**config.mk**
```make
export PLATFORM = sky130hd
export DESIGN_NAME = mpob_front
export DESIGN_NICKNAME = d
export VERILOG_FILES = /design/src/hw/rtl/masked_pose_override_blend_core_defines.svh /design/src/hw/rtl/mpob_pkg.sv /design/src/hw/rtl/mpob_front.sv
export SDC_FILE = /design/constraint.sdc
export NUM_CORES = 1
export LEC_CHECK = 0
export BUFFER_PORTS_ARGS = -buffer_cell sky130_fd_sc_hd__clkbuf_2
export CAP_MARGIN = 20
export CORE_AREA = 2 2 233 235
export DETAILED_ROUTE_END_ITERATION = 12
export DIE_AREA = 0 0 235 237
export GPL_TIMING_DRIVEN = 0
export RECOVER_POWER = 50
export SLEW_MARGIN = 20
export SYNTH_ARGS = -nofsm -noshare
export SYNTH_HDL_FRONTEND = slang
export SYNTH_SLANG_ARGS = --single-unit
```
**constraint.sdc**
```tcl
create_clock -name clk -period 12 [get_ports clk]
set_input_delay 2.4 -clock clk [delete_from_list [all_inputs] [get_ports clk]]
set_output_delay 2.4 -clock clk [all_outputs]
set_load 0.005 [all_outputs]
```
**src/hw/rtl/masked_pose_override_blend_core_defines.svh**
```systemverilog
// Assertion macros shared by the masked pose override blend RTL.
// Each macro expects clk and rst in the scope where it is used.
`ifndef MASKED_POSE_OVERRIDE_BLEND_CORE_DEFINES_SVH
`define MASKED_POSE_OVERRIDE_BLEND_CORE_DEFINES_SVH

// Consequent must hold in the same cycle as the antecedent.
`define MPOB_ASSERT_IMPL(lbl, ante, cons) \
  lbl: assert property (@(posedge clk) disable iff (rst) (ante) |-> (cons)) \
    else $error("mpob: implication check failed");

// Consequent must hold in the cycle after the antecedent.
`define MPOB_ASSERT_NEXT(lbl, ante, cons) \
  lbl: assert property (@(posedge clk) disable iff (rst) (ante) |=> (cons)) \
    else $error("mpob: next-cycle check failed");

`endif

```
**src/hw/rtl/mpob_pkg.sv**
```systemverilog
// Package for the masked pose override blend core: formats, codes and types.
// Used by every RTL module of the block; depends on nothing.
`timescale 1ns / 1ps
`default_nettype none

package mpob_pkg;

  localparam int DATA_W      = 32;
  localparam int FRAC_BITS   = 16;
  localparam int WEIGHT_BITS = 16;
  localparam int WEIGHT_W    = WEIGHT_BITS + 1;
  localparam logic [WEIGHT_W-1:0] WEIGHT_ONE = WEIGHT_W'(1) << WEIGHT_BITS;
  localparam int SQ_STAGES   = DATA_W;
  localparam int QUO_W       = FRAC_BITS + 1;
  localparam int NUM_W       = DATA_W + FRAC_BITS;
  localparam int FIFO_DEPTH  = 2;

  typedef enum logic [1:0] {
    OP_TRANSLATE = 2'd0,
    OP_ROTATE    = 2'd1,
    OP_SCALE     = 2'd2
  } opcode_t;

  typedef enum logic [1:0] {
    MODE_COPY  = 2'd0,
    MODE_LERP  = 2'd1,
    MODE_NLERP = 2'd2
  } mode_t;

  typedef logic [3:0][DATA_W-1:0] vec_t;

  typedef struct packed {
    mode_t               mode;
    logic                rot;
    logic                last;
    logic [WEIGHT_W-1:0] w;
    vec_t                from;
    vec_t                to;
  } item_t;

  typedef struct packed {
    mode_t      mode;
    logic       rot;
    logic       last;
    logic       zero;
    logic [3:0] neg;
    vec_t       val;
  } res_t;

  typedef struct packed {
    logic full;
    logic empty;
  } q_stat_t;

endpackage

`default_nettype wire

```
**src/hw/rtl/mpob_front.sv**
```systemverilog
// Front end: holds blend_alpha, forms the blend weight and classifies each request.
// Depends on mpob_pkg.
`timescale 1ns / 1ps
`default_nettype none

module mpob_front (
  input  logic                               clk,
  input  logic                               rst,
  input  logic                               cfg_we,
  input  logic [mpob_pkg::WEIGHT_W-1:0]      cfg_wdata,
  output logic [mpob_pkg::WEIGHT_W-1:0]      alpha,
  input  logic                               start,
  input  mpob_pkg::q_stat_t                  stat,
  input  logic [1:0]                         opcode,
  input  logic                               use_mask,
  input  logic [mpob_pkg::WEIGHT_W-1:0]      mask_weight,
  input  mpob_pkg::vec_t                     from_v,
  input  mpob_pkg::vec_t                     to_v,
  input  logic                               last_channel,
  output logic                               busy,
  output logic                               push,
  output mpob_pkg::item_t                    item
);

  localparam int PW = 2 * mpob_pkg::WEIGHT_W;

  logic [mpob_pkg::WEIGHT_W-1:0] a_sat;
  logic [mpob_pkg::WEIGHT_W-1:0] m_sat;
  logic [PW-1:0]                 wprod;
  logic [PW-1:0]                 wround;
  logic [mpob_pkg::WEIGHT_W-1:0] w;
  logic                          rot;

  always_ff @(posedge clk) begin
    if (rst) begin
      alpha <= '0;
    end else if (cfg_we) begin
      alpha <= cfg_wdata;
    end
  end

  always_comb begin
    a_sat  = (alpha > mpob_pkg::WEIGHT_ONE) ? mpob_pkg::WEIGHT_ONE : alpha;
    m_sat  = (mask_weight > mpob_pkg::WEIGHT_ONE) ? mpob_pkg::WEIGHT_ONE : mask_weight;
    wprod  = PW'(a_sat) * PW'(m_sat);
    wround = (wprod + (PW'(1) << (mpob_pkg::WEIGHT_BITS - 1))) >> mpob_pkg::WEIGHT_BITS;
    w      = use_mask ? wround[mpob_pkg::WEIGHT_W-1:0] : a_sat;
    rot    = (opcode == mpob_pkg::OP_ROTATE);

    item.rot  = rot;
    item.last = last_channel;
    item.w    = w;
    item.to   = to_v;
    if (w == '0) begin
      item.mode = mpob_pkg::MODE_COPY;
      item.from = from_v;
    end else if (w == mpob_pkg::WEIGHT_ONE) begin
      item.mode = mpob_pkg::MODE_COPY;
      item.from = to_v;
    end else begin
      item.mode = rot ? mpob_pkg::MODE_NLERP : mpob_pkg::MODE_LERP;
      item.from = from_v;
    end

    busy = stat.full;
    push = start && !stat.full;
  end

endmodule

`default_nettype wire

```
==> results.tsv <==
metric	value	unit
synthesized flop and latch total	17	
status	complete, but fails checks	
Largest regs	alpha: 17 flops	
syn nets	2214	
share of cells above drive strength 1	45.57	%
Final Wtd Congestion	1.025	
Post-Route Skew	0	ps
first-pass GRT wire length	108.9	mm
main flop type after synthesis	dfxtp_1	
DR vias	14300	
hold path start	alpha[14]	
Cells after DPL	2865	
Leak	9.995	nW
Die ar.	55700	um^2
clock slew at reported path FFs	50	ps
Ys Warns	0	
Slowest-stage cell, CP	fa_2	
violated checks	negative setup slack	
area delta synth->final	41.93	%
CP startpoint kind	primary input	
Total Routed Length	80.83	mm
Via density	4.891	
grt total ovfl	0	
Longest Clk Path Bufs	2	
CP max FO	10	
synthesized instance count	1579	
CORE AREA	53280	um^2
Final Hold Fails	0	
final setup fails	130	
fin crit share	107.8	%
fin crit period	12940	ps
initial antenna violation count	21	
H-tree lvl count	1	
FF/Latch Area	340.3	um^2
DR DRC count	0	
final net count	2859	
synthesized cell area	13720	um^2
worst hold slack	580.4	ps
critical path class	in -> out	
Ports	596	
per-cell routed wire length	27.65	um
CTS tree	built	
Post-synth EDFFs	0	
Worst-Skew Late Latency	240	ps
Filler cells	5573	
Worst-Margin Slew	1147	ps
fin worst setup slack	-936.5	ps
Worst EP arrival	10540	ps
TritonCTS Sinks	17	
critical path capture point type	primary output	
PortBufs	590	
Starting Density	25.74	%
Largest stage delay, worst path	620	ps
Hold Path Class	reg -> reg	
FF-to-FF Start	alpha[16]	
post-DP HPWL	71.90	mm
Top reg by flops	alpha	
Mapped Avg Cell Area	8.687	um^2
synth unique cells	62	
CP required	9600	ps
count of standard-cell rows	85	
max cap viols	0	
Max Slew Vio Count	0	
Die W	235	um
Initial DRT Pass Iterations	5	
max reg flops	17	
Layout Cells excl Fill	2923	
Overall Global Routing Usage	27.68	%
vias in the first global route	14190	
Rel. slew slack	23.35	%
fraction of registers with async set/reset	0	%
area of the multi-input gates	11930	um^2
Num CTS Buffers	3	
RSZ-0062 raised after global routing	true	
Power Dens Cells	55.29	nW/um^2
CP dominant cell by count	fa_1	
Clock Root Buffer	clkbuf_16	
crit path from	mask_weight[3]	
post-synthesis sequential area ratio	2.481	%
worst vdd ir	0.00009730	V
Die Y	237	um
pin count of the biggest net entering global routing	11	
antenna-violating nets left	0	
First DRT Iteration DRCs	1035	
fmax	77.30	MHz
cts hold-fix bufs	0	
[layout make-up]
type                    instances  area share [%]
clock buffers                   4          0.4049
inverters                     235           4.531
diodes                          4         0.05141
well taps                     696           4.473
repair buffers                651           19.26
flip-flops and latches         17           1.748
multi-input cells            1118           61.27
plain buffers                 198           8.258
[report_power, final]
group          internal, mW  switching, mW  leakage (nW)
Combinational         0.416          0.528          9.82
Sequential           0.0600        0.00772         0.140
Clock                0.0450         0.0197        0.0382
[layer usage]
layer | vias up | wire, um | global-route usage [%]
met2 | 864 | 39130 | 47.80
met3 | 109 | 6328 | 4.593
met1 | 7126 | 32880 | 36.14
met5 | - | 60 | 0
li1 | 6187 | - | -
met4 | 10 | 2427 | 6.176
[critical path: cells and delay by family]
family,cells,cell delay (ps)
AO/OA/AOI/OAI,6,1220
buffers and inverters,10,1380
multiplexers,1,360
AND/OR/NAND/NOR,7,1830
adder cells (fa/ha/maj),7,3280
[worst paths after layout]
check / endpoint / slack, ps / depth (start not counted)
hold / removal: alpha[14] / 580 / 2
hold reg to reg: alpha[14] / 580 / 2
setup / recovery: item[194] / -940 / 31
setup reg to reg: alpha[16] / 9450 / 6
[logic make-up (layout without fill, tap and decap cells)]
group	after synthesis	count (layout)	share of synthesized area, %
xor+xnor	8	8	0.5108
other cells	0	4	0
compound gates	123	123	5.884
simple gates	502	502	16.42
mux	150	150	15.40
buf+inv	444	1088	16.55
fa+ha+maj	335	335	42.76
flops	17	17	2.481
[placed cells by master (no fill, tap or decap), types with 8 or more instances in the layout]
master | synthesis | routed
ha_1 | 112 | 102
o21ai_1 | 7 | 15
mux2_4 | 120 | 120
nand2_1 | 150 | 129
buf_8 | 0 | 9
nand4_1 | 10 | 10
clkbuf_16 | 0 | 14
dfxtp_1 | 17 | 17
clkbuf_1 | 54 | 99
inv_2 | 0 | 11
a21oi_1 | 30 | 20
nand3_1 | 15 | 13
nor2b_1 | 18 | 18
inv_1 | 235 | 224
buf_4 | 132 | 172
o21ai_0 | 33 | 21
ha_4 | 0 | 10
fa_1 | 223 | 208
mux2i_1 | 22 | 22
and3_1 | 15 | 14
mux2_1 | 8 | 8
and2_4 | 0 | 11
nand2_2 | 0 | 10
fa_2 | 0 | 15
clkbuf_2 | 0 | 504
nor2_2 | 0 | 17
nand2b_1 | 20 | 20
buf_6 | 14 | 23
nor2_1 | 214 | 190
buf_12 | 0 | 14
[through the flow]
step	setup TNS (ps)	power (mW)	setup slack, ps	instance area, um^2	utilization [%]
after global placement	-254550	0.8425	-2041	17590	33.01
after floorplan	0	0.5056	2.152	13770	-
final	-110740	1.076	-936.5	19470	36.54
after CTS	-111420	1.018	-953.6	18880	35.43
after detailed placement	-267130	0.8479	-2127	17590	33.01
after global routing	-139760	1.144	-1155	19460	36.52
[what timing repair did]
| item | in CTS | in global routing |
|---|---|---|
| resized for setup | 195 | 133 |
| pin swaps | 71 | 66 |
| endpoints found under the hold margin | 0 | 0 |
| buffers inserted | 34 | 15 |
| setup endpoints to repair | 142 | 132 |
| gates cloned | 7 | 6 |
[synthesized netlist by cell type, types with 7 or more instances]
cell type | count | share of area [%]
mux2_4 | 120 | 13
fa_1 | 223 | 33
mux2i_1 | 22 | 1.6
ha_1 | 112 | 10
buf_6 | 14 | 1.1
buf_1 | 7 | 0.19
and2_1 | 16 | 0.73
nand3_1 | 15 | 0.55
buf_4 | 132 | 7.2
nor2_1 | 214 | 5.9
and3_1 | 15 | 0.68
nand2_1 | 150 | 4.1
o21ai_1 | 7 | 0.26
nand4_1 | 10 | 0.46
nor2b_1 | 18 | 0.82
nand2b_1 | 20 | 0.91
clkbuf_1 | 54 | 1.5
dfxtp_1 | 17 | 2.5
nor3_1 | 9 | 0.33
or3_1 | 7 | 0.32
inv_1 | 235 | 6.4
nor4_1 | 9 | 0.41
o21ai_0 | 33 | 1.2
mux2_1 | 8 | 0.66
a21oi_1 | 30 | 1.1
No activity file was read; power rests on OpenSTA's default activity.
