===== src/hw/rtl/masked_pose_override_blend_core_defines.svh =====
// Assertion macros shared by the masked pose override blend RTL.
// Each macro expects clk and rst in the scope where it is used.
`ifndef MASKED_POSE_OVERRIDE_BLEND_CORE_DEFINES_SVH
`define MASKED_POSE_OVERRIDE_BLEND_CORE_DEFINES_SVH

// Consequent must hold in the same cycle as the antecedent.
`define MPOB_ASSERT_IMPL(lbl, ante, cons) \
  lbl: assert property (@(posedge clk) disable iff (rst) (ante) |-> (cons)) \
    else $error("mpob: implication check failed");

// Consequent must hold in the cycle after the antecedent.
`define MPOB_ASSERT_NEXT(lbl, ante, cons) \
  lbl: assert property (@(posedge clk) disable iff (rst) (ante) |=> (cons)) \
    else $error("mpob: next-cycle check failed");

`endif


===== src/hw/rtl/mpob_pkg.sv =====
// Package for the masked pose override blend core: formats, codes and types.
// Used by every RTL module of the block; depends on nothing.
`timescale 1ns / 1ps
`default_nettype none

package mpob_pkg;

  localparam int DATA_W      = 32;
  localparam int FRAC_BITS   = 16;
  localparam int WEIGHT_BITS = 16;
  localparam int WEIGHT_W    = WEIGHT_BITS + 1;
  localparam logic [WEIGHT_W-1:0] WEIGHT_ONE = WEIGHT_W'(1) << WEIGHT_BITS;
  localparam int SQ_STAGES   = DATA_W;
  localparam int QUO_W       = FRAC_BITS + 1;
  localparam int NUM_W       = DATA_W + FRAC_BITS;
  localparam int FIFO_DEPTH  = 2;

  typedef enum logic [1:0] {
    OP_TRANSLATE = 2'd0,
    OP_ROTATE    = 2'd1,
    OP_SCALE     = 2'd2
  } opcode_t;

  typedef enum logic [1:0] {
    MODE_COPY  = 2'd0,
    MODE_LERP  = 2'd1,
    MODE_NLERP = 2'd2
  } mode_t;

  typedef logic [3:0][DATA_W-1:0] vec_t;

  typedef struct packed {
    mode_t               mode;
    logic                rot;
    logic                last;
    logic [WEIGHT_W-1:0] w;
    vec_t                from;
    vec_t                to;
  } item_t;

  typedef struct packed {
    mode_t      mode;
    logic       rot;
    logic       last;
    logic       zero;
    logic [3:0] neg;
    vec_t       val;
  } res_t;

  typedef struct packed {
    logic full;
    logic empty;
  } q_stat_t;

endpackage

`default_nettype wire


===== src/hw/rtl/mpob_fifo.sv =====
// Short request queue between the front end and the blend pipeline.
// Depends on mpob_pkg and the shared assertion macro header.
`timescale 1ns / 1ps
`default_nettype none
`include "masked_pose_override_blend_core_defines.svh"

module mpob_fifo (
  input  logic              clk,
  input  logic              rst,
  input  logic              push,
  input  mpob_pkg::item_t   din,
  output mpob_pkg::q_stat_t stat,
  output logic              out_valid,
  output mpob_pkg::item_t   dout
);

  localparam int DEPTH = mpob_pkg::FIFO_DEPTH;
  localparam int PTR_W = (DEPTH > 1) ? $clog2(DEPTH) : 1;
  localparam int CNT_W = $clog2(DEPTH + 1);

  mpob_pkg::item_t  mem [DEPTH];
  logic [PTR_W-1:0] wp;
  logic [PTR_W-1:0] rp;
  logic [CNT_W-1:0] count;
  logic             pop;

  always_comb begin
    stat.full  = (count == CNT_W'(DEPTH));
    stat.empty = (count == '0);
    pop        = !stat.empty;
    out_valid  = !stat.empty;
    dout       = mem[rp];
  end

  always_ff @(posedge clk) begin
    if (push) begin
      mem[wp] <= din;
    end
  end

  always_ff @(posedge clk) begin
    if (rst) begin
      wp    <= '0;
      rp    <= '0;
      count <= '0;
    end else begin
      if (push) begin
        wp <= (wp == PTR_W'(DEPTH - 1)) ? '0 : wp + 1'b1;
      end
      if (pop) begin
        rp <= (rp == PTR_W'(DEPTH - 1)) ? '0 : rp + 1'b1;
      end
      count <= count + CNT_W'(push) - CNT_W'(pop);
    end
  end

  `MPOB_ASSERT_IMPL(a_no_push_full, stat.full, !push)
  `MPOB_ASSERT_IMPL(a_count_bound, 1'b1, count <= CNT_W'(DEPTH))
  `MPOB_ASSERT_NEXT(a_push_fills, push && stat.empty, !stat.empty)

endmodule

`default_nettype wire


===== config.mk =====
export PLATFORM = sky130hd
export DESIGN_NAME = mpob_fifo
export DESIGN_NICKNAME = d
export VERILOG_FILES = /design/src/hw/rtl/mpob_pkg.sv /design/src/hw/rtl/mpob_fifo.sv
export VERILOG_INCLUDE_DIRS = /design/src /design/src/hw/rtl
export SDC_FILE = /design/constraint.sdc
export NUM_CORES = 1
export LEC_CHECK = 0
export BUFFER_PORTS_ARGS = -buffer_cell sky130_fd_sc_hd__buf_4
export CAP_MARGIN = 5
export CORE_MARGIN = 4
export CORE_UTILIZATION = 45
export CTS_CLUSTER_DIAMETER = 120
export DETAILED_ROUTE_END_ITERATION = 8
export PLACE_DENSITY = 0.73
export SETUP_SLACK_MARGIN = 0.15
export SLEW_MARGIN = 20
export SYNTH_ARGS = -nofsm -noshare
export SYNTH_HDL_FRONTEND = slang
export SYNTH_SLANG_ARGS = --single-unit

===== constraint.sdc =====
create_clock -name clk -period 15 [get_ports clk]
set_input_delay 1.5 -clock clk [delete_from_list [all_inputs] [get_ports clk]]
set_output_delay 1.5 -clock clk [all_outputs]
set_load 0.02 [all_outputs]

==> summary.md, run 1 <==
| Metric | Value |
|---|---|
| DR iter-0 viols | 713 |
| GP Congestion | roughly 0.81 |
| CP cell instances | buf_4, buf_4, mux2_4, buf_4 |
| Final Hold Fails | 0 |
| Post-route ant nets | 0 |
| Reg clk slew, reported paths | 60 ps |
| CTS Buf Count | between 50 and 60 |
| Commonest non-fill, non-tap cell in the layout | buf_4 |
| Maxcap violations | 0 |
| Initial antenna violation count | 1 |
| Fraction of final layout cells with drive strength greater than 1 | 0.609 |
| Placeable Area | between 40000 and 50000 sq um |
| Buffers on Ports | between 500 and 600 |
| Unrepaired setup endpoints after global routing | false |
| Setup TNS | 0 ps |
| Global-route usage over all layers | 0.178 |
| Chip Height | between 200 and 250 um |
| Vias in the first global route | roughly 11000 |
| Count of state elements after synthesis | ~560 |
| Post-CTS setup buffer count | 0 |
| Final Max Slew Viols | 0 |
| Total Power | between 3000 and 4000 uW |
| Worst vdd ir | roughly 0.10 mV |
| Root Driver | clkbuf_16 |
| CP Launch Type | flip-flop |
| Worst-Skew Late Latency | about 580 ps |
| Sw Share | 0.227 |
| DRC violations left | 0 |
| Total number of vias | about 10000 |
| P_int | roughly 2800 uW |
| Utilization after layout | 0.594 |
| Capturing element type of the critical path | primary output |
| Final WS setup | about 10000 ps |
| Die width | between 200 and 250 um |
| Synth Area per Inst | 23.9 sq um |
| CTS max path bufs | 3 |
| Critical Path AT | 3780 ps |
| Synth top area share | 0.786 |
| Synth-to-layout area growth | 30.7% |
| Initial Utilization | 0.454 |
| Vias per std cell | a little under 5 |
| Fillers | around 3400 |
| Drt wl/cell | between 20 and 25 um |
| Worst path required time | approximately 14000 ps |
| Final Skew | about 16 ps |
| Place WS | roughly 10000 ps |
| Synthesized Nets | between 1000 and 1500 |
| Num rows | slightly below 80 |
| Period minus WS final | ~5300 ps |
| PD cells | 132 nW/um^2 |
| H-Tree Depth | 2 |
| Status | completed |
| Fraction of the cycle the final worst path needs | 0.352 |
| Mapped Area | around 21000 sq um |
| Synth unique cells | 18 |
| Largest net degree at the start of global routing | ~150 |
| Crit path max fanout | 59 |
| # setup viols final | 0 |
| Fin cells | ~2100 |
| Leak | approximately 0.011 uW |
| First-pass GRT wire length | about 68000 um |
| Sw Pwr | a little over 800 uW |
| Synth Warn # | 0 |
| Placed insts | slightly above 2000 |
| CP max stage delay | ~900 ps |
| Final WL | 47100 um |
| Tightest Pin Transition | between 1000 and 1500 ps |
| Comb power frac | 0.132 |
| Area leader, netlist | edfxtp_1 |
| Hold Path Class | reg -> reg |
| WS Path Type | reg -> out |
| # IOs | 560 |
| CTS tree | done |
| Max Freq | around 190 MHz |
| Commonest cells after routing, fill and taps aside | buf_4 (566), edfxtp_1 (554), mux2_4 (230) |
| # hold bufs at CTS | 0 |
| Seq/Total Area, Yosys | 0.791 |
| Resized Gates After CTS | 0 |
| Die area | between 50000 and 60000 sq um |
| Clock power frac | 0.361 |
| HPWL after DPL | 33100 um |
| Cell count after synthesis | around 880 |
| Final net count | about 1800 |
| Slew headroom | 0.282 |
| Clk sinks | 559 |
| Slowest cell on the critical path | buf_4 |
| Sequential Power Share | 0.506 |
| TritonRoute pass-1 iters | 5 |
| Most used cell, CP | buf_4 |
| Main area contributors after synthesis | edfxtp_1 (79%), mux2_4 (16%), mux2_2 (2.5%), buf_6 (1.4%), dfxtp_1 (0.47%) |
| Total congestion overflow | 0 |
-- cell usage after synthesis (all sizes together) --
library cell,count
and2,1
ha,1
mux2,277
a21oi,1
or2,1
buf,31
dfxtp,5
nor3,3
xnor2,1
a21bo,1
edfxtp,554
nor2,1
o21a,1
inv,1
nand3b,1
nor2b,4
-- metrics by stage --
| stage | cell area [sq um] | hold slack (ps) |
|---|---|---|
| 5_1_grt | 27600 | 603 |
| 3_3_place_gp | 25900 | 524 |
| 4_1_cts | 27600 | 562 |
| 6_report | 27600 | 557 |
| 3_5_place_dp | 25900 | 543 |
| 2_1_floorplan | 21200 | 496 |
-- power groups by stage --
stage / combinational [uW] / clock, uW / sequential [uW]
finish: 483 / 1320 / 1850
global route: 508 / 1430 / 1860
CTS: 490 / 1360 / 1850
detailed placement: 488 / 0 / 1890
global placement: 482 / 0 / 1880
floorplan: 278 / 0 / 1910
-- flip-flops by register name, summed over array words and instances, names as in the netlist, named ones only --
| register | cells |
|---|---|
| count | 2 |
| wp | 1 |
| rp | 1 |
| mem | 554 |
-- worst paths after layout --
kind | end | start | cells past startpoint | slack (ps)
max reg2reg | mem[0][131]$_DFFE_PP_ | wp$_SDFFE_PP0P_ | 3 | 11910
max | dout[200] | flip-flop | 4 | 9720
min | count[1]$_SDFF_PP0_ | count[0]$_SDFF_PP0_ | 2 | 560
min reg2reg | count[1]$_SDFF_PP0_ | count[0]$_SDFF_PP0_ | 2 | 560
-- critical path, delay by kind of cell (launching register included) --
kind	cells	cell delay, ps
DFF	1	710
buffers and inverters	3	1960
muxes	1	360
-- metal layers --
metal  up-vias  share of wire  GRT usage
met5         -              0          0
met4         0          0.041     0.0751
met3       106          0.087     0.0613
met2       401           0.51      0.304
met1      5124           0.36      0.205
li1       4723              -          -
-- cell families (layout without fill, tap and decap cells) --
group | count (synthesis) | after routing | share of synthesized area
XOR/XNOR | 1 | 1 | 0.000414
flip-flops | 559 | 559 | 0.791
other | 0 | 2 | 0
multiplexers | 277 | 277 | 0.188
buffers and inverters | 32 | 670 | 0.0155
AND/OR/NAND/NOR | 11 | 11 | 0.00302
AO/OA/AOI/OAI | 3 | 3 | 0.00106
adder cells (fa/ha/maj) | 1 | 1 | 0.000591
-- layout make-up --
class	count	area [sq um]	share of cell area
sequential	559	16700	0.606
timing repair buffer	568	4290	0.155
multi-input combinational	293	4100	0.148
clock buffer	68	1470	0.0531
tap	607	759	0.0275
clock inverter	33	280	0.0101
antenna	2	5.00	0.000181
inverter	1	3.75	0.000136
Power figures use the tool's default switching activity.
==> inputs of run 2 (changes only) <==
--- a/config.mk
+++ b/config.mk
@@ -6,6 +6,7 @@
 export SDC_FILE = /design/constraint.sdc
 export NUM_CORES = 1
 export LEC_CHECK = 0
+export ABC_AREA = 1
 export BUFFER_PORTS_ARGS = -buffer_cell sky130_fd_sc_hd__buf_4
 export CAP_MARGIN = 5
 export CORE_MARGIN = 4
==> constraint.sdc (replaced) <==
create_clock -name clk -period 4.8 [get_ports clk]
set_input_delay 0.48 -clock clk [delete_from_list [all_inputs] [get_ports clk]]
set_output_delay 0.48 -clock clk [all_outputs]
set_load 0.02 [all_outputs]
==> run 2 against run 1 <==
Against the previous run:
- final area barely moved
- synthesized cell count rose by 67%
- sequential cell count did not move
- clock skew fell by 3.3 ps
- worst setup slack got worse by 7900 ps
- via count rose by 25%
- critical path type unchanged
- largest cell class unchanged
==> summary.md, run 2 <==
| Metric | Value |
|---|---|
| Status | completed |
| Comb power frac | 0.122 |
| Final WL | ~50000 um |
| Synth unique cells | 19 |
| Sequential Power Share | 0.506 |
| CP Launch Type | flip-flop |
| Synth Area per Inst | ~14 sq um |
| Top flop regs | mem: 554 flops, count: 2 flops |
| Worst vdd ir | 0.369 mV |
| Synth top area share | 0.786 |
| GP Congestion | between 0.8 and 0.9 |
| Num rows | 79 |
| Critical Path AT | 2490 ps |
| Period minus WS final | 2970 ps |
| Area leader, netlist | edfxtp_1 |
| Max Freq | around 340 MHz |
| Main area contributors after synthesis | edfxtp_1 (79%), inv_1 (5.0%), o21ai_0 (4.2%), nand2_1 (3.9%), o21ai_2 (2.5%) |
| Sw Share | 0.238 |
| Vias per std cell | roughly 4.8 |
| Resized Gates After CTS | 0 |
| Final net count | approximately 2300 |
| Die area | 50600 sq um |
| Post-synth EDFFs | roughly 550 |
| Placeable Area | about 47000 sq um |
| Final Max Slew Viols | 0 |
| Global-route usage over all layers | 0.189 |
| Maxcap violations | 0 |
| Vias in the first global route | 12943 |
| # IOs | 560 |
| Count leader, synth | edfxtp_1 |
| First-pass GRT wire length | 73500 um |
| Synth-to-layout area growth | 30.5% |
| Largest net degree at the start of global routing | roughly 180 |
| Root Driver | clkbuf_16 |
| Reg clk slew, reported paths | around 60 ps |
| Capturing element type of the critical path | primary output |
| PD cells | approximately 410 nW/um^2 |
| Most flops, register | mem |
| Total number of vias | approximately 13000 |
| Initial Utilization | 0.455 |
| Fraction of final layout cells with drive strength greater than 1 | 0.372 |
| Count of state elements after synthesis | about 560 |
| Slew headroom | 0.356 |
| Worst path required time | approximately 4300 ps |
| H-Tree Depth | 2 |
| DRC violations left | 0 |
| Placed insts | ~2600 |
| Top FF cell, synth | edfxtp_1 |
| Post-route ant nets | 0 |
| Buffers on Ports | 559 |
| Fillers | 3560 |
| Tightest Pin Transition | ~970 ps |
| Most frequent cells after synthesis | edfxtp_1 (554), inv_1 (284), nand2_1 (221), o21ai_0 (177), o21ai_2 (61) |
| Die width | roughly 220 um |
| Mapped Area | approximately 21000 sq um |
| Chip Height | around 220 um |
| Post-CTS setup buffer count | 0 |
| CTS tree | done |
| Final Skew | about 12 ps |
| Seq/Total Area, Yosys | 0.790 |
| # setup viols final | 0 |
| Max reg flops | 554 |
| Leak | ~0.011 uW |
| Synthesized Nets | roughly 1800 |
| Synth Warn # | 0 |
| Clock power frac | 0.372 |
| Commonest non-fill, non-tap cell in the layout | buf_4 |
| CTS Buf Count | 57 |
| Sw Pwr | approximately 2700 uW |
| Area of the multi-input gates | 2910 sq um |
| Worst-Skew Late Latency | ~580 ps |
| Drt wl/cell | about 19 um |
| P_int | between 8000 and 9000 uW |
| DR iter-0 viols | ~940 |
| Fraction of the cycle the final worst path needs | 0.618 |
| Unrepaired setup endpoints after global routing | false |
| Commonest cells after routing, fill and taps aside | buf_4 (560), edfxtp_1 (554), inv_1 (282) |
| Hold Path Class | in -> reg |
| WS Path Type | reg -> out |
| Total congestion overflow | 0 |
| Clk sinks | approximately 560 |
| Initial antenna violation count | 4 |
| CTS max path bufs | 3 |
| Sequential cell area | approximately 17000 sq um |
| TritonRoute pass-1 iters | 5 |
| Fin cells | 2697 |
| Worst hold margin | ~78 ps |
| Cell count after synthesis | 1477 |
| # hold bufs at CTS | 0 |
| HPWL after DPL | approximately 35000 um |
| Crit path max fanout | around 180 |
| Asr flop ratio synth | 0 |
| Final Hold Fails | 0 |
[run 2: cell type report]
| cell class | instances | area share |
|---|---|---|
| Sequential cell | 559 | 0.606 |
| Timing Repair Buffer | 568 | 0.158 |
| Multi-Input combinational cell | 572 | 0.105 |
| Clock buffer | 65 | 0.0527 |
| Inverter | 284 | 0.0392 |
| Tap cell | 607 | 0.0275 |
| Clock inverter | 38 | 0.0115 |
| Antenna cell | 4 | 0.000362 |
[run 2: path summary, 6_finish.rpt]
path	endpoint	slack [ps]	depth (start not counted)	startpoint
worst min-delay path	mem[1][78]$_DFFE_PP_	80	1	din[78]
worst max-delay path	dout[98]	1830	3	flip-flop
worst min register to register	flip-flop	530	3	rp$_SDFFE_PP0N_
worst max register to register	mem[1][151]$_DFFE_PP_	2900	3	wp$_SDFFE_PP0P_
[run 2: kinds of logic after synthesis]
group / share of synthesized area
buffers and inverters: 0.0733
AO/OA/AOI/OAI: 0.0765
AND/OR/NAND/NOR: 0.0592
flip-flops: 0.790
adder cells (fa/ha/maj): 0.000591
[run 2: routing by layer]
metal,vias to the layer above,track usage,routed length [um]
met4,0,0.0818,2080
met5,-,0,0
met3,116,0.0677,5180
met1,6121,0.213,17800
met2,547,0.327,25500
li1,6143,-,-
[run 2: power by group through the flow]
| stage | logic [uW] | clock network, uW | registers (uW) |
|---|---|---|---|
| after floorplan | 707 | 0 | 5840 |
| after global placement | 1360 | 0 | 5820 |
| after detailed placement | 1390 | 0 | 5840 |
| after CTS | 1400 | 4320 | 5730 |
| after global routing | 1480 | 4540 | 5750 |
| final | 1380 | 4220 | 5730 |
[run 2: per-stage QoR]
stage | instance area (sq um) | utilization | worst slack (ps) | TNS [ps] | power [uW]
2_1_floorplan | 21200 | - | -266 | -129850 | 6550
3_3_place_gp | 25900 | 0.555 | 2430 | 0 | 7190
3_5_place_dp | 25900 | 0.555 | 2430 | 0 | 7230
4_1_cts | 27600 | 0.593 | 1790 | 0 | 11500
5_1_grt | 27600 | 0.594 | 1680 | 0 | 11800
6_report | 27600 | 0.594 | 1830 | 0 | 11300
[run 2: critical path: stages, from the launching register on]
cell     delay, ps
dfxtp_4        680
buf_12         510
o21ai_0        340
buf_4          240
==> inputs of run 3 (changes only) <==
--- a/config.mk
+++ b/config.mk
@@ -6,14 +6,14 @@
 export SDC_FILE = /design/constraint.sdc
 export NUM_CORES = 1
 export LEC_CHECK = 0
-export ABC_AREA = 1
+export ABC_AREA = 0
 export BUFFER_PORTS_ARGS = -buffer_cell sky130_fd_sc_hd__buf_4
 export CAP_MARGIN = 5
 export CORE_MARGIN = 4
 export CORE_UTILIZATION = 45
 export CTS_CLUSTER_DIAMETER = 120
 export DETAILED_ROUTE_END_ITERATION = 8
-export PLACE_DENSITY = 0.73
+export PLACE_DENSITY = 0.7
 export SETUP_SLACK_MARGIN = 0.15
 export SLEW_MARGIN = 20
 export SYNTH_ARGS = -nofsm -noshare
==> constraint.sdc (replaced) <==
create_clock -name clk -period 2.88 [get_ports clk]
set_input_delay 0.288 -clock clk [delete_from_list [all_inputs] [get_ports clk]]
set_output_delay 0.288 -clock clk [all_outputs]
set_load 0.02 [all_outputs]
==> run 3 against run 2 <==
Against the previous run:
- die area hardly changed
- non-clock buffer count is 298 higher
- critical path depth is 1 higher
- routed wire length is 4.1% higher
- global-route usage is 0.96 points higher
- via count is 9.0% lower
- combinational power is 110% higher
- final area is 11% higher
- sequential share of layout area is 6.2 points lower
- register-to-register slack worse by 1700 ps
- first-iteration DRC count is 21% lower
- largest power group unchanged
==> summary.md, run 3 (same netlist as run 1, synthesis figures left out) <==
| Metric | Value |
|---|---|
| Status | completed |
| Most flops, register | mem |
| Sequential Power Share | 0.491 |
| Resized Gates After CTS | 0 |
| Worst vdd ir | about 0.51 mV |
| Die area | 50500 sq um |
| Leak | around 0.012 uW |
| Crit path max fanout | 32 |
| Place WS | around 1000 ps |
| CTS Buf Count | 55 |
| WP depth | 4 |
| Largest delay share family, worst path | buffers and inverters |
| # IOs | 560 |
| Post-route ant nets | 0 |
| Drt wl/cell | about 22 um |
| H-Tree Depth | 2 |
| Final Max Slew Viols | 0 |
| DR iter-0 viols | 740 |
| Buffers on Ports | about 560 |
| Synth-to-layout area growth | 45.5% |
| Total congestion overflow | 0 |
| First-pass GRT wire length | ~77000 um |
| Initial antenna violation count | 10 |
| P_int | 15100 uW |
| Tightest Pin Transition | ~1000 ps |
| Final net count | 2057 |
| Total number of vias | around 12000 |
| CP max stage delay | 500 ps |
| Sw Pwr | 4500 uW |
| Fillers | ~3000 |
| Hold Path Class | in -> reg |
| Total Power | around 20000 uW |
| Max reg flops | 554 |
| CP Launch Type | flip-flop |
| Period minus WS final | 2470 ps |
| Die width | 225 um |
| Final WL | around 53000 um |
| WHS Path Cells | 3 |
| GP Congestion | slightly above 0.8 |
| PD cells | between 600 and 700 nW/um^2 |
| Commonest non-fill, non-tap cell in the layout | buf_4 |
| WS Path Type | reg -> out |
| Slew headroom | 0.330 |
| Max Freq | between 400 and 500 MHz |
| Sw Share | 0.229 |
| Top sig layer | met4 |
| CTS max path bufs | 3 |
| TritonRoute pass-1 iters | 5 |
| Final Skew | ~11 ps |
| HPWL after DPL | around 35000 um |
| CP cell instances | buf_12, buf_4, mux2_2, buf_4 |
| DRC violations left | 0 |
| Reg clk slew, reported paths | 60 ps |
| Fin cells | 2440 |
| Vias per std cell | between 4 and 5 |
| Largest net degree at the start of global routing | between 100 and 150 |
| CTS tree | done |
| Placeable Area | between 40000 and 50000 sq um |
| Wire length on met1 | 19300 um |
| Clock power frac | 0.359 |
| Comb power frac | 0.150 |
| Fraction of final layout cells with drive strength greater than 1 | 0.519 |
| # setup viols final | 0 |
| Buffers & Inverters on Critical Path | 3 |
| Chip Height | roughly 220 um |
| Vias in the first global route | approximately 13000 |
| Wire length on met2 | between 20000 and 30000 um |
| Placed insts | between 2000 and 2500 |
| Worst path required time | 2590 ps |
| Most used cell, CP | buf_4 |
| Final Hold Fails | 0 |
| Fraction of the cycle the final worst path needs | 0.858 |
| Setup TNS | 0 ps |
| Num rows | about 80 |
| Critical Path AT | ~2200 ps |
| Final WS setup | between 400 and 500 ps |
| Initial Utilization | 0.454 |
| Capturing element type of the critical path | primary output |
| Worst-Skew Late Latency | 580 ps |
| Maxcap violations | 0 |
| Clk sinks | 559 |
| R2R depth | 2 |
| Met3 wire length | ~3500 um |
| Commonest cells after routing, fill and taps aside | buf_4 (573), edfxtp_1 (554), dlygate4sd3_1 (279) |
| Unrepaired setup endpoints after global routing | false |
| Root Driver | clkbuf_16 |
| Global-route usage over all layers | 0.199 |
| Slowest cell on the critical path | dfxtp_4 |
| Top flop regs | mem: 554 flops, count: 2 flops |
## run 3: worst paths after layout
kind / from / to / slack [ps]
worst max-delay path: flip-flop / dout[267] / 410
worst min-delay path: push / count[0]$_SDFF_PP0_ / 70
worst max register to register: wp$_SDFFE_PP0P_ / mem[0][85]$_DFFE_PP_ / 1160
worst min register to register: rp$_SDFFE_PP0N_ / rp$_SDFFE_PP0N_ / 550
## run 3: per-stage QoR
step / instance area (sq um) / hold slack, ps / utilization
3_5_place_dp: 26200 / 475 / 0.562
3_3_place_gp: 26200 / 473 / 0.562
2_1_floorplan: 21200 / 353 / -
6_report: 30800 / 74.1 / 0.661
5_1_grt: 30800 / 88.9 / 0.661
4_1_cts: 30800 / 32.7 / 0.661
## run 3: power by group through the flow
stage	clock [uW]	sequential, uW	combinational (uW)
floorplan	0	9800	1450
global placement	0	9780	2590
detailed placement	0	9810	2610
CTS	7190	9640	2960
global route	7550	9670	3090
finish	7040	9640	2950
## run 3: timing repair
| action | CTS | global route |
|---|---|---|
| hold buffers | 279 | 0 |
| setup buffers | 0 | 0 |
| hold endpoints to repair | 559 | 0 |
## run 3: area by class of cell
type	count	area (sq um)	area share
tap	607	759	0.0247
antenna	12	30.0	0.000975
inverter	1	3.75	0.000122
timing repair buffer	866	7370	0.240
multi-input combinational	293	4100	0.133
sequential	559	16700	0.544
clock inverter	30	287	0.00931
clock buffer	72	1490	0.0485
## run 3: routing by layer
metal	vias up	global-route usage
li1	5337	-
met1	5900	0.227
met2	429	0.358
met3	92	0.0555
met4	0	0.0741
met5	-	0
## run 3: worst reg2reg max path, delay by kind of cell, from the launching register on
| family | cells | cell delay [ps] |
|---|---|---|
| buffers and inverters | 1 | 530 |
| flip-flops | 1 | 340 |
| AND/OR/NAND/NOR | 1 | 170 |
